--- config.mk ---
export PLATFORM = sky130hd
export DESIGN_NAME = first_fit_range_allocator_top
export DESIGN_NICKNAME = d
export VERILOG_FILES = /design/src/hdl/ffra_pkg.sv /design/src/hdl/ffra_ram.sv /design/src/hdl/ffra_engine.sv /design/src/hdl/first_fit_range_allocator_top.sv
export SDC_FILE = /design/constraint.sdc
export NUM_CORES = 2
export LEC_CHECK = 0
export BUFFER_PORTS_ARGS = -buffer_cell sky130_fd_sc_hd__buf_2
export CAP_MARGIN = 20
export CORE_MARGIN = 2
export CORE_UTILIZATION = 50
export CTS_CLUSTER_SIZE = 10
export DETAILED_ROUTE_END_ITERATION = 12
export PLACE_DENSITY = 0.69
export SETUP_SLACK_MARGIN = 0.4
export SKIP_LAST_GASP = 1
export SLEW_MARGIN = 20
export SYNTH_ARGS = -nofsm -noshare
export SYNTH_HDL_FRONTEND = slang
export SYNTH_SLANG_ARGS = --single-unit
--- constraint.sdc ---
create_clock -name clk -period 16.9 [get_ports clk]
set_clock_uncertainty 0.15 [all_clocks]
set_input_delay 0.845 -clock clk [delete_from_list [all_inputs] [get_ports clk]]
set_output_delay 0.845 -clock clk [all_outputs]
set_load 0.03 [all_outputs]
--- src/hdl/ffra_pkg.sv ---
// ----------------------------------------------------------------------------
// ffra_pkg
// Shared constants, codes and types of the first-fit range allocator.
// ----------------------------------------------------------------------------
package ffra_pkg;

    localparam int TBL_N         = 64;
    localparam int TBL_AW        = $clog2(TBL_N);
    localparam int CNT_W         = TBL_AW + 1;
    localparam int MAX_LAYERS    = 4096;
    localparam int GROWTH_FACTOR = 4;
    localparam int LEN_W         = 13;
    localparam int CAP_W         = LEN_W + $clog2(GROWTH_FACTOR);
    localparam int ENT_W         = 2 * LEN_W;
    localparam int WID_W         = 15;
    localparam int REQW_W        = 16;
    localparam int ORG_W         = 16;
    localparam int FST_W         = 12;
    localparam int STAT_W        = 3;
    localparam int CFG_IDX_W     = 1;
    localparam int IN_DATA_W     = 80;
    localparam int OUT_DATA_W    = 32;

    localparam logic [LEN_W-1:0] RESET_LAYERS = LEN_W'(16);
    localparam logic [WID_W-1:0] RESET_WIDTH  = WID_W'(256);

    localparam logic [CFG_IDX_W-1:0] REG_LAYER_WIDTH    = CFG_IDX_W'(0);
    localparam logic [CFG_IDX_W-1:0] REG_INITIAL_LAYERS = CFG_IDX_W'(1);

    localparam logic [STAT_W-1:0] ST_OK       = 3'd0;
    localparam logic [STAT_W-1:0] ST_WIDTH    = 3'd1;
    localparam logic [STAT_W-1:0] ST_SPACE    = 3'd2;
    localparam logic [STAT_W-1:0] ST_NOTALLOC = 3'd3;
    localparam logic [STAT_W-1:0] ST_IGNORED  = 3'd4;
    localparam logic [STAT_W-1:0] ST_FULL     = 3'd5;

    typedef enum logic [2:0] {
        S_IDLE,
        S_SCAN_FREE,
        S_SCAN_ALLOC,
        S_SCAN_NBR,
        S_COMMIT,
        S_DONE
    } ffra_state_t;

    // one memory's access port for a cycle
    typedef struct packed {
        logic              we;
        logic [TBL_AW-1:0] waddr;
        logic [ENT_W-1:0]  wdata;
        logic [TBL_AW-1:0] raddr;
    } ffra_mem_req_t;

    typedef struct packed {
        logic [STAT_W-1:0] status;
        logic [FST_W-1:0]  start_layer;
        logic              grew;
        logic [LEN_W-1:0]  capacity;
    } ffra_result_t;

endpackage

--- src/hdl/ffra_ram.sv ---
// ----------------------------------------------------------------------------
// ffra_ram
// Generic single-write, single-read RAM with a registered read port.
// ----------------------------------------------------------------------------
module ffra_ram #(
    parameter int WIDTH = 8,
    parameter int DEPTH = 16
) (
    input  logic                     clk,
    input  logic                     we,
    input  logic [$clog2(DEPTH)-1:0] waddr,
    input  logic [WIDTH-1:0]         wdata,
    input  logic [$clog2(DEPTH)-1:0] raddr,
    output logic [WIDTH-1:0]         rdata
);

    logic [WIDTH-1:0] mem [DEPTH];
    logic [WIDTH-1:0] rdata_reg;

    always_ff @(posedge clk)
    begin
        if (we)
        begin
            mem[waddr] <= wdata;
        end
        rdata_reg <= mem[raddr];
    end

    assign rdata = rdata_reg;

endmodule

--- src/hdl/ffra_engine.sv ---
// ----------------------------------------------------------------------------
// ffra_engine
// Sequencer that scans the range tables and commits allocate and free updates.
// ----------------------------------------------------------------------------
module ffra_engine
    import ffra_pkg::*;
(
    input  logic                clk,
    input  logic                rst_n,
    // request side
    input  logic                req_valid,
    output logic                req_ready,
    input  logic                req_func,
    input  logic [REQW_W-1:0]   req_width,
    input  logic [LEN_W-1:0]    req_count,
    input  logic [ORG_W-1:0]    req_ox,
    input  logic [ORG_W-1:0]    req_oy,
    input  logic [FST_W-1:0]    req_where,
    input  logic [WID_W-1:0]    layer_width,
    // reinitialise to one free range of init_cap
    input  logic                init_we,
    input  logic [LEN_W-1:0]    init_cap,
    // memories
    output ffra_mem_req_t       free_req,
    input  logic [ENT_W-1:0]    free_rdata,
    output ffra_mem_req_t       alloc_req,
    input  logic [ENT_W-1:0]    alloc_rdata,
    // result side
    output logic                res_valid,
    input  logic                res_ready,
    output ffra_result_t        res
);

    ffra_state_t state_reg, state_next;

    logic [CNT_W-1:0]  cnt_reg;
    logic              init_pend_reg;
    logic [LEN_W-1:0]  total_reg;
    logic [TBL_N-1:0]  free_valid_reg;
    logic [TBL_N-1:0]  alloc_valid_reg;

    logic              func_reg;
    logic [LEN_W-1:0]  count_reg;
    logic [FST_W-1:0]  where_reg;

    logic              best_found_reg;
    logic [TBL_AW-1:0] best_idx_reg;
    logic [LEN_W-1:0]  best_start_reg, best_len_reg;
    logic              aslot_found_reg, fslot_found_reg;
    logic [TBL_AW-1:0] aslot_reg, fslot_reg;
    logic              match_found_reg;
    logic [TBL_AW-1:0] match_idx_reg;
    logic [LEN_W-1:0]  m_start_reg, m_len_reg;
    logic              left_found_reg, right_found_reg;
    logic [TBL_AW-1:0] left_idx_reg, right_idx_reg;
    logic [LEN_W-1:0]  left_start_reg, left_len_reg, right_len_reg;

    logic [STAT_W-1:0] res_status_reg;
    logic [FST_W-1:0]  res_start_reg;
    logic              res_grew_reg;

    logic              accept;
    logic              quick;
    logic [STAT_W-1:0] quick_status;
    logic              scan_last;
    logic              scan_data;
    logic [TBL_AW-1:0] p_idx;
    logic [LEN_W-1:0]  f_start, f_len, a_start, a_len;
    logic              f_vld;

    // commit results
    logic [STAT_W-1:0] c_status;
    logic [FST_W-1:0]  c_start;
    logic              c_grew;
    logic [LEN_W-1:0]  c_total;
    logic              c_fwe;
    logic [TBL_AW-1:0] c_faddr;
    logic [ENT_W-1:0]  c_fdata;
    logic              c_awe;
    logic              c_fset, c_fclr;
    logic [TBL_AW-1:0] c_fset_idx, c_fclr_idx;
    logic              c_aclr;
    logic [CAP_W-1:0]  grown;
    logic [CAP_W-1:0]  region;

    assign accept    = req_valid && req_ready;
    assign req_ready = (state_reg == S_IDLE) && !init_pend_reg;
    assign scan_last = (cnt_reg == CNT_W'(TBL_N));
    assign scan_data = (cnt_reg != '0);
    assign p_idx     = TBL_AW'(cnt_reg - CNT_W'(1));
    assign {f_start, f_len} = free_rdata;
    assign {a_start, a_len} = alloc_rdata;
    assign f_vld     = free_valid_reg[p_idx];

    always_comb
    begin
        if (req_func)
        begin
            quick        = (req_ox != '0) || (req_oy != '0);
            quick_status = ST_IGNORED;
        end
        else
        begin
            quick        = (req_width != {1'b0, layer_width}) || (req_count == '0);
            quick_status = (req_width != {1'b0, layer_width}) ? ST_WIDTH : ST_IGNORED;
        end
    end

    // next state
    always_comb
    begin
        state_next = state_reg;
        case (state_reg)
            S_IDLE:
            begin
                if (accept)
                begin
                    if (quick)
                        state_next = S_DONE;
                    else if (req_func)
                        state_next = S_SCAN_ALLOC;
                    else
                        state_next = S_SCAN_FREE;
                end
            end
            S_SCAN_FREE:  if (scan_last) state_next = S_COMMIT;
            S_SCAN_ALLOC: if (scan_last) state_next = S_SCAN_NBR;
            S_SCAN_NBR:   if (scan_last) state_next = S_COMMIT;
            S_COMMIT:     state_next = S_DONE;
            S_DONE:       if (res_ready) state_next = S_IDLE;
            default:      state_next = S_IDLE;
        endcase
    end

    // commit decision
    always_comb
    begin
        c_status   = ST_OK;
        c_start    = '0;
        c_grew     = 1'b0;
        c_total    = total_reg;
        c_fwe      = 1'b0;
        c_faddr    = '0;
        c_fdata    = '0;
        c_awe      = 1'b0;
        c_fset     = 1'b0;
        c_fclr     = 1'b0;
        c_fset_idx = '0;
        c_fclr_idx = '0;
        c_aclr     = 1'b0;
        grown      = CAP_W'(total_reg) * CAP_W'(GROWTH_FACTOR);
        region     = grown - CAP_W'(total_reg);
        if (!func_reg)
        begin
            if (best_found_reg)
            begin
                if (!aslot_found_reg)
                    c_status = ST_FULL;
                else
                begin
                    c_start = FST_W'(best_start_reg);
                    c_awe   = 1'b1;
                    if (best_len_reg == count_reg)
                    begin
                        c_fclr     = 1'b1;
                        c_fclr_idx = best_idx_reg;
                    end
                    else
                    begin
                        c_fwe   = 1'b1;
                        c_faddr = best_idx_reg;
                        c_fdata = {best_start_reg + count_reg, best_len_reg - count_reg};
                    end
                end
            end
            else if (grown > CAP_W'(MAX_LAYERS) || region < CAP_W'(count_reg))
                c_status = ST_SPACE;
            else if (!aslot_found_reg)
                c_status = ST_FULL;
            else if (region > CAP_W'(count_reg) && !fslot_found_reg)
                c_status = ST_FULL;
            else
            begin
                c_total = LEN_W'(grown);
                c_grew  = 1'b1;
                c_start = FST_W'(total_reg);
                c_awe   = 1'b1;
                if (region > CAP_W'(count_reg))
                begin
                    c_fwe      = 1'b1;
                    c_faddr    = fslot_reg;
                    c_fdata    = {total_reg + count_reg, LEN_W'(region) - count_reg};
                    c_fset     = 1'b1;
                    c_fset_idx = fslot_reg;
                end
            end
        end
        else if (!match_found_reg)
            c_status = ST_NOTALLOC;
        else if (left_found_reg)
        begin
            c_start = where_reg;
            c_aclr  = 1'b1;
            c_fwe   = 1'b1;
            c_faddr = left_idx_reg;
            c_fdata = {left_start_reg,
                       left_len_reg + m_len_reg + (right_found_reg ? right_len_reg : '0)};
            c_fclr     = right_found_reg;
            c_fclr_idx = right_idx_reg;
        end
        else if (right_found_reg)
        begin
            c_start = where_reg;
            c_aclr  = 1'b1;
            c_fwe   = 1'b1;
            c_faddr = right_idx_reg;
            c_fdata = {m_start_reg, m_len_reg + right_len_reg};
        end
        else if (!fslot_found_reg)
            c_status = ST_FULL;
        else
        begin
            c_start    = where_reg;
            c_aclr     = 1'b1;
            c_fwe      = 1'b1;
            c_faddr    = fslot_reg;
            c_fdata    = {m_start_reg, m_len_reg};
            c_fset     = 1'b1;
            c_fset_idx = fslot_reg;
        end
    end

    // memory ports
    always_comb
    begin
        free_req.raddr  = cnt_reg[TBL_AW-1:0];
        alloc_req.raddr = cnt_reg[TBL_AW-1:0];
        free_req.we     = 1'b0;
        free_req.waddr  = '0;
        free_req.wdata  = '0;
        alloc_req.we    = 1'b0;
        alloc_req.waddr = aslot_reg;
        alloc_req.wdata = {c_start == '0 ? LEN_W'(0) : LEN_W'(c_start), count_reg};
        case (state_reg)
            S_IDLE:
            begin
                if (init_pend_reg)
                begin
                    free_req.we    = 1'b1;
                    free_req.wdata = {LEN_W'(0), total_reg};
                end
            end
            S_COMMIT:
            begin
                free_req.we    = c_fwe;
                free_req.waddr = c_faddr;
                free_req.wdata = c_fdata;
                alloc_req.we   = c_awe;
            end
            default:
            begin
                free_req.we = 1'b0;
            end
        endcase
    end

    assign res_valid        = (state_reg == S_DONE);
    assign res.status       = res_status_reg;
    assign res.start_layer  = res_start_reg;
    assign res.grew         = res_grew_reg;
    assign res.capacity     = total_reg;

    always_ff @(posedge clk or negedge rst_n)
    begin
        if (!rst_n)
        begin
            state_reg       <= S_IDLE;
            cnt_reg         <= '0;
            init_pend_reg   <= 1'b1;
            total_reg       <= RESET_LAYERS;
            free_valid_reg  <= TBL_N'(1);
            alloc_valid_reg <= '0;
            best_found_reg  <= 1'b0;
            aslot_found_reg <= 1'b0;
            fslot_found_reg <= 1'b0;
            match_found_reg <= 1'b0;
            left_found_reg  <= 1'b0;
            right_found_reg <= 1'b0;
        end
        else
        begin
            state_reg <= state_next;
            if (init_we)
            begin
                init_pend_reg   <= 1'b1;
                total_reg       <= init_cap;
                free_valid_reg  <= TBL_N'(1);
                alloc_valid_reg <= '0;
            end
            else if (state_reg == S_IDLE && init_pend_reg)
                init_pend_reg <= 1'b0;

            if (accept)
            begin
                cnt_reg         <= '0;
                best_found_reg  <= 1'b0;
                aslot_found_reg <= 1'b0;
                fslot_found_reg <= 1'b0;
                match_found_reg <= 1'b0;
                left_found_reg  <= 1'b0;
                right_found_reg <= 1'b0;
            end
            else if (state_reg == S_SCAN_FREE || state_reg == S_SCAN_ALLOC
                     || state_reg == S_SCAN_NBR)
                cnt_reg <= scan_last ? '0 : cnt_reg + CNT_W'(1);

            if (state_reg == S_SCAN_FREE && scan_data)
            begin
                if (f_vld && f_len >= count_reg && (!best_found_reg || f_start < best_start_reg))
                begin
                    best_found_reg <= 1'b1;
                    best_idx_reg   <= p_idx;
                    best_start_reg <= f_start;
                    best_len_reg   <= f_len;
                end
                if (!f_vld && !fslot_found_reg)
                begin
                    fslot_found_reg <= 1'b1;
                    fslot_reg       <= p_idx;
                end
                if (!alloc_valid_reg[p_idx] && !aslot_found_reg)
                begin
                    aslot_found_reg <= 1'b1;
                    aslot_reg       <= p_idx;
                end
            end

            if (state_reg == S_SCAN_ALLOC && scan_data && !match_found_reg
                && alloc_valid_reg[p_idx] && a_start == {1'b0, where_reg})
            begin
                match_found_reg <= 1'b1;
                match_idx_reg   <= p_idx;
                m_start_reg     <= a_start;
                m_len_reg       <= a_len;
            end

            if (state_reg == S_SCAN_NBR && scan_data)
            begin
                if (f_vld && ({1'b0, f_start} + {1'b0, f_len}) == {1'b0, m_start_reg})
                begin
                    left_found_reg <= 1'b1;
                    left_idx_reg   <= p_idx;
                    left_start_reg <= f_start;
                    left_len_reg   <= f_len;
                end
                if (f_vld && {1'b0, f_start} == ({1'b0, m_start_reg} + {1'b0, m_len_reg}))
                begin
                    right_found_reg <= 1'b1;
                    right_idx_reg   <= p_idx;
                    right_len_reg   <= f_len;
                end
                if (!f_vld && !fslot_found_reg)
                begin
                    fslot_found_reg <= 1'b1;
                    fslot_reg       <= p_idx;
                end
            end

            if (state_reg == S_COMMIT)
            begin
                total_reg <= c_total;
                if (c_fset)
                    free_valid_reg[c_fset_idx] <= 1'b1;
                if (c_fclr)
                    free_valid_reg[c_fclr_idx] <= 1'b0;
                if (c_awe)
                    alloc_valid_reg[aslot_reg] <= 1'b1;
                if (c_aclr)
                    alloc_valid_reg[match_idx_reg] <= 1'b0;
            end
        end
    end

    // payload registers
    always_ff @(posedge clk)
    begin
        if (accept)
        begin
            func_reg       <= req_func;
            count_reg      <= req_count;
            where_reg      <= req_where;
            res_status_reg <= quick_status;
            res_start_reg  <= '0;
            res_grew_reg   <= 1'b0;
        end
        else if (state_reg == S_COMMIT)
        begin
            res_status_reg <= c_status;
            res_start_reg  <= c_start;
            res_grew_reg   <= c_grew;
        end
    end

endmodule

--- src/hdl/first_fit_range_allocator_top.sv ---
// ----------------------------------------------------------------------------
// first_fit_range_allocator_top
// First-fit allocator of contiguous layer ranges with coalescing on free.
// ----------------------------------------------------------------------------
//  channel  | direction | handshake          | payload
//  ---------+-----------+--------------------+------------------------------
//  s_*      | in        | s_tvalid/s_tready  | request (tdata, tuser = func)
//  m_*      | out       | m_tvalid/m_tready  | result (tdata, tuser = status)
//  cfg_*    | in        | cfg_valid/cfg_ready| register index and value
//
//  A rejected request (width mismatch, zero count, nonzero origin) skips
//  the scans and goes straight to its result. An allocate makes one pass
//  over the free-range memory, through its single read port, then commits.
//  A free makes a pass over the allocation memory, then a pass over the
//  free-range memory for neighbors. After reset, and after every write of
//  initial_layers, the single free range is written before s_tready rises.
//  The result register frees the engine: a stalled m_tready holds only the
//  next result, never an accepted request already in flight.
// ----------------------------------------------------------------------------
module first_fit_range_allocator_top
    import ffra_pkg::*;
(
    input  logic                  clk,
    input  logic                  rst_n,
    input  logic                  s_tvalid,
    output logic                  s_tready,
    // [15:0] req_width, [28:16] layer_count, [44:29] origin_x,
    // [60:45] origin_y, [72:61] free_start, rest zero
    input  logic [IN_DATA_W-1:0]  s_tdata,
    // [0] func
    input  logic                  s_tuser,
    output logic                  m_tvalid,
    input  logic                  m_tready,
    // [11:0] start_layer, [12] grew, [25:13] capacity, rest zero
    output logic [OUT_DATA_W-1:0] m_tdata,
    // [2:0] status
    output logic [STAT_W-1:0]     m_tuser,
    input  logic                  cfg_valid,
    output logic                  cfg_ready,
    input  logic [CFG_IDX_W-1:0]  cfg_index,
    input  logic [WID_W-1:0]      cfg_data
);

    logic [WID_W-1:0]  layer_width_reg;
    logic              init_we;
    logic [LEN_W-1:0]  init_cap;
    logic              cfg_xfer;

    ffra_mem_req_t     free_req, alloc_req;
    logic [ENT_W-1:0]  free_rdata, alloc_rdata;

    logic              res_valid, res_ready;
    ffra_result_t      res;

    logic              m_tvalid_reg;
    ffra_result_t      out_reg;

    // configuration is always taken
    assign cfg_ready = 1'b1;
    assign cfg_xfer  = cfg_valid && cfg_ready;
    assign init_we   = cfg_xfer && (cfg_index == REG_INITIAL_LAYERS);

    // clamp the capacity to 1..MAX_LAYERS
    always_comb
    begin
        if (cfg_data[LEN_W-1:0] == '0)
            init_cap = LEN_W'(1);
        else if (cfg_data[LEN_W-1:0] > LEN_W'(MAX_LAYERS))
            init_cap = LEN_W'(MAX_LAYERS);
        else
            init_cap = cfg_data[LEN_W-1:0];
    end

    always_ff @(posedge clk or negedge rst_n)
    begin
        if (!rst_n)
            layer_width_reg <= RESET_WIDTH;
        else if (cfg_xfer && cfg_index == REG_LAYER_WIDTH)
            layer_width_reg <= cfg_data;
    end

    ffra_ram #(.WIDTH(ENT_W), .DEPTH(TBL_N)) u_free_mem (
        .clk   (clk),
        .we    (free_req.we),
        .waddr (free_req.waddr),
        .wdata (free_req.wdata),
        .raddr (free_req.raddr),
        .rdata (free_rdata)
    );

    ffra_ram #(.WIDTH(ENT_W), .DEPTH(TBL_N)) u_alloc_mem (
        .clk   (clk),
        .we    (alloc_req.we),
        .waddr (alloc_req.waddr),
        .wdata (alloc_req.wdata),
        .raddr (alloc_req.raddr),
        .rdata (alloc_rdata)
    );

    ffra_engine u_engine (
        .clk         (clk),
        .rst_n       (rst_n),
        .req_valid   (s_tvalid),
        .req_ready   (s_tready),
        .req_func    (s_tuser),
        .req_width   (s_tdata[15:0]),
        .req_count   (s_tdata[28:16]),
        .req_ox      (s_tdata[44:29]),
        .req_oy      (s_tdata[60:45]),
        .req_where   (s_tdata[72:61]),
        .layer_width (layer_width_reg),
        .init_we     (init_we),
        .init_cap    (init_cap),
        .free_req    (free_req),
        .free_rdata  (free_rdata),
        .alloc_req   (alloc_req),
        .alloc_rdata (alloc_rdata),
        .res_valid   (res_valid),
        .res_ready   (res_ready),
        .res         (res)
    );

    // output register: load whenever it is empty or being drained
    assign res_ready = !m_tvalid_reg || m_tready;

    always_ff @(posedge clk or negedge rst_n)
    begin
        if (!rst_n)
            m_tvalid_reg <= 1'b0;
        else if (res_ready)
            m_tvalid_reg <= res_valid;
    end

    always_ff @(posedge clk)
    begin
        if (res_valid && res_ready)
            out_reg <= res;
    end

    assign m_tvalid = m_tvalid_reg;
    assign m_tuser  = out_reg.status;
    assign m_tdata  = {6'd0, out_reg.capacity, out_reg.grew, out_reg.start_layer};

endmodule

==> metrics.md <==
| Metric | Value |
|---|---|
| Synthesized area per cell | `21.09 um^2` |
| Post-route ant nets | `0` |
| P&R area growth vs syn | `12.87%` |
| Gr usage total | `25.29%` |
| Max-cap violations | `0` |
| Top Metal Used | `met5` |
| Compound-Gate Fraction of Synth Area | `2.998%` |
| Residual DRC count | `0` |
| Number of flops mapped to enable cells by yosys | `3448` |
| R2r setup slk | `9230 ps` |
| Post-synth ARST share | `roughly 4.7%` |
| Largest regs | `u_free_mem.mem x1664, u_alloc_mem.mem x1600` |
| Layout cells sized above 1 | `28.11%` |
| Most used flip-flop cell after synthesis | `edfxtp_1` |
| Port bufs | `125` |
| Most common library cells after synthesis | `edfxtp_1 (3448), mux4_2 (1113), clkbuf_1 (257)` |
| Worst r2r src | `u_engine.total_reg[2]$_DFFE_PN0P_` |
| Setup-failing EPs final | `0` |
| TritonCTS clock tree | `yes` |
| Met2 WL post-DR | `between 150000 and 200000 um` |
| Sw Ratio | `a little under a third` |
| Antenna violations before repair | `19` |
| Post-synthesis sequential area ratio | `73.60%` |
| Starting density of the core | `about half` |
| Die area | `301100 um^2` |
| Met1 wire length | `146800 um` |
| Fmax | `130.4 MHz` |
| Core area | `294600 um^2` |
| Mapped Cells | `7033` |
| Mux share of post-synthesis cell area | `around 17%` |
| Hold buffers post-CTS | `29` |
| Post-DP HPWL | `around 220000 um` |
| Run status | `finished, final reports clean` |
| Setup ws final | `9234 ps` |
| Setup tns final | `0 ps` |
| Simple-gate share of the synthesized area | `2.676%` |
| Fillcell total | `20990` |
| CP endpoint kind | `flip-flop` |
| Clk slew on worst S/H paths | `about 50 ps` |
| Synth Area in XOR/XNOR | `less than 1%` |
| Io pins | `140` |
| # nets final | `7714` |
| Synth Cell Area | `around 150000 um^2` |
| VDD IR-drop max | `0.0001193 V` |
| Netlist cell types | `84` |
| Comb power frac | `around 30%` |
| Share of power burned in registers | `41.2%` |
| Post-CTS setup buffers | `0` |
| Hold Startpoint | `cfg_data[12]` |
| Sw power | `0.008300 W` |
| Clock tree root buffer cell | `clkbuf_16` |
| Static Leakage | `around 54 nW` |
| Crit start category | `flip-flop` |
| Post_cts resized | `0` |
| Sink Count | `approximately 3700` |
| Clock group share of total power | `just under 30%` |
| Slew Viols, Final | `0` |
| Critical path peak fanout | `26` |
| CTS max path bufs | `4` |
| Hold Path Cell Cnt | `2` |
| Routed WL per cell | `33.25 um` |
| Drt initial violations | `about 10000` |
| Worst hold path type | `input pin to flip-flop` |
| Top-count cell post-synth | `edfxtp_1` |
| Grt ovf | `0` |
| Detailed Routing Iterations Pass 1 | `7` |
| Total CTS buffers | `413` |
| Yosys Warn Count | `0` |
| Max reg flops | `1664` |
| Largest net degree at the start of global routing | `154` |
| Worst Path Required | `17210 ps` |
| Yosys reg bits | `around 3700` |
| Vias | `75170` |
| Worst hold slack | `84.53 ps` |
| Slew @ Worst Pin | `1295 ps` |
| Final period util | `45.36%` |
| Pint | `0.01836 W` |
| Minimum clock period | `7666 ps` |
| Die Span Y | `548.7 um` |
| Adder-cell share of the synthesized area | `1.425%` |
| Reg-to-Reg End | `u_free_mem.mem[13][13]$_DFFE_PP_` |
| Post-synth top area share | `69.80%` |
| PwrDens | `159.2 nW/um^2` |
| Row count | `199` |
| Met3 WL | `32420 um` |
| H-tree depth | `5` |
| Pre-CTS WS | `9348 ps` |
| Die Span X | `548.7 um` |
| RSZ-0062 raised after global routing | `no` |
| Worst Reg-to-Reg Cells | `20` |
| Global-route wire length before repair | `around 550000 um` |
| Vias in the first global route | `~76000` |
| Number of vias per cell | `6.518` |
| Clock latency on the worst-skew pair | `910 ps` |
| Final GP Congestion | `0.9154` |
| Hold EP | `u_engine.total_reg[0]$_DFFE_PN0P_` |
| Slew HR | `approximately 14%` |
| Final Hold Vio Count | `0` |
| Final wirelength | `383500 um` |
| Top reg by flops | `u_free_mem.mem` |
| Crit path kind | `flip-flop to flip-flop` |
| CP arrival | `7980 ps` |
| Largest family of logic cells by synthesized area | `multiplexers` |
| Final core utilization | `56.84%` |
| Top cells by area, synth | `edfxtp_1 (70%), mux4_2 (17%), dfrtp_1 (2.9%)` |
| Post-synth top area cell | `edfxtp_1` |
[metrics by stage]
step / cells / total power, W / instance area (um^2)
after floorplan: 7038 / 0.01615 / 148400
after global placement: 10900 / 0.01895 / 155200
after detailed placement: 10910 / 0.01905 / 155200
after CTS: 11490 / 0.02679 / 166800
after global routing: 11520 / 0.02750 / 167400
final: 11530 / 0.02666 / 167400
[power by group through the flow]
| stage | registers [W] | logic [W] | clock network (W) |
|---|---|---|---|
| finish | 0.0110 | 0.00790 | 0.00779 |
| global placement | 0.0111 | 0.00781 | 0 |
| detailed placement | 0.0111 | 0.00791 | 0 |
| CTS | 0.0110 | 0.00794 | 0.00789 |
| global route | 0.0110 | 0.00827 | 0.00824 |
| floorplan | 0.0109 | 0.00522 | 0 |
[worst max-delay path by stage]
stage,from,slack (ps),endpoint,depth (start not counted)
floorplan,u_engine.total_reg[2]$_DFFE_PN0P_,8350,u_free_mem.mem[0][9]$_DFFE_PP_,18
finish,u_engine.total_reg[2]$_DFFE_PN0P_,9230,u_free_mem.mem[13][13]$_DFFE_PP_,20
global placement,u_engine.total_reg[2]$_DFFE_PN0P_,9390,u_free_mem.mem[45][10]$_DFFE_PP_,20
detailed placement,u_engine.total_reg[2]$_DFFE_PN0P_,9350,u_free_mem.mem[44][10]$_DFFE_PP_,20
global route,u_engine.total_reg[2]$_DFFE_PN0P_,9010,u_free_mem.mem[12][14]$_DFFE_PP_,20
CTS,u_engine.total_reg[2]$_DFFE_PN0P_,9290,u_free_mem.mem[44][15]$_DFFE_PP_,20
[metal layers]
metal	global-route usage (%)	vias up
li1	-	30340
met1	34.76	40170
met2	41.17	3906
met3	3.941	743
met4	9.692	10
met5	0	-
[layout make-up]
class | count | area [um^2] | share of cell area (%)
Timing Repair Buffer | 384 | 3142 | 1.876
Multi-Input combinational cell | 2897 | 38610 | 23.06
Sequential cell | 3686 | 109200 | 65.22
Clock buffer | 542 | 10990 | 6.563
Tap cell | 3919 | 4903 | 2.929
Inverter | 73 | 274.0 | 0.1637
Clock inverter | 18 | 274.0 | 0.1637
Antenna cell | 14 | 35.03 | 0.02092
[critical path: stages, from the launching register on]
cell      delay [ps]
dfrtp_1          620
inv_1            110
ha_1             360
nor3b_1          170
o21a_1           230
o21a_1           180
o21a_1           170
o21ai_0          200
a21boi_0         150
o21ai_0          260
a22oi_1          120
xnor2_1          150
ha_1             350
and2_1           170
a22o_1           130
a311oi_1          70
o21ai_2          310
o211ai_1         170
a21oi_1          920
nand3b_1        1020
nor2_4          1200
[cells in the final DEF (no fill, tap or decap), types with 65 or more instances in the layout]
cell type and n:
a32oi_1 65, o21ai_0 65, buf_4 198, clkbuf_1 120
dfrtp_1 163, mux4_2 1113, nor2_4 72, nor2_1 109
edfxtp_1 3448, nand2_1 171, a21oi_1 179, xnor2_1 94
clkbuf_16 420, inv_1 72, and2_1 91, ha_1 137
buf_2 124, nor3_2 66
[cell families after synthesis]
group | Yosys count
DFF | 3686
muxes | 1149
and+or+nand+nor | 797
AOI/OAI and AO/OA | 639
buffers and inverters | 455
adders and majority gates | 157
xor gates and xnor gates | 148
other | 2
Note: power is estimated with default switching activity, not from simulation.
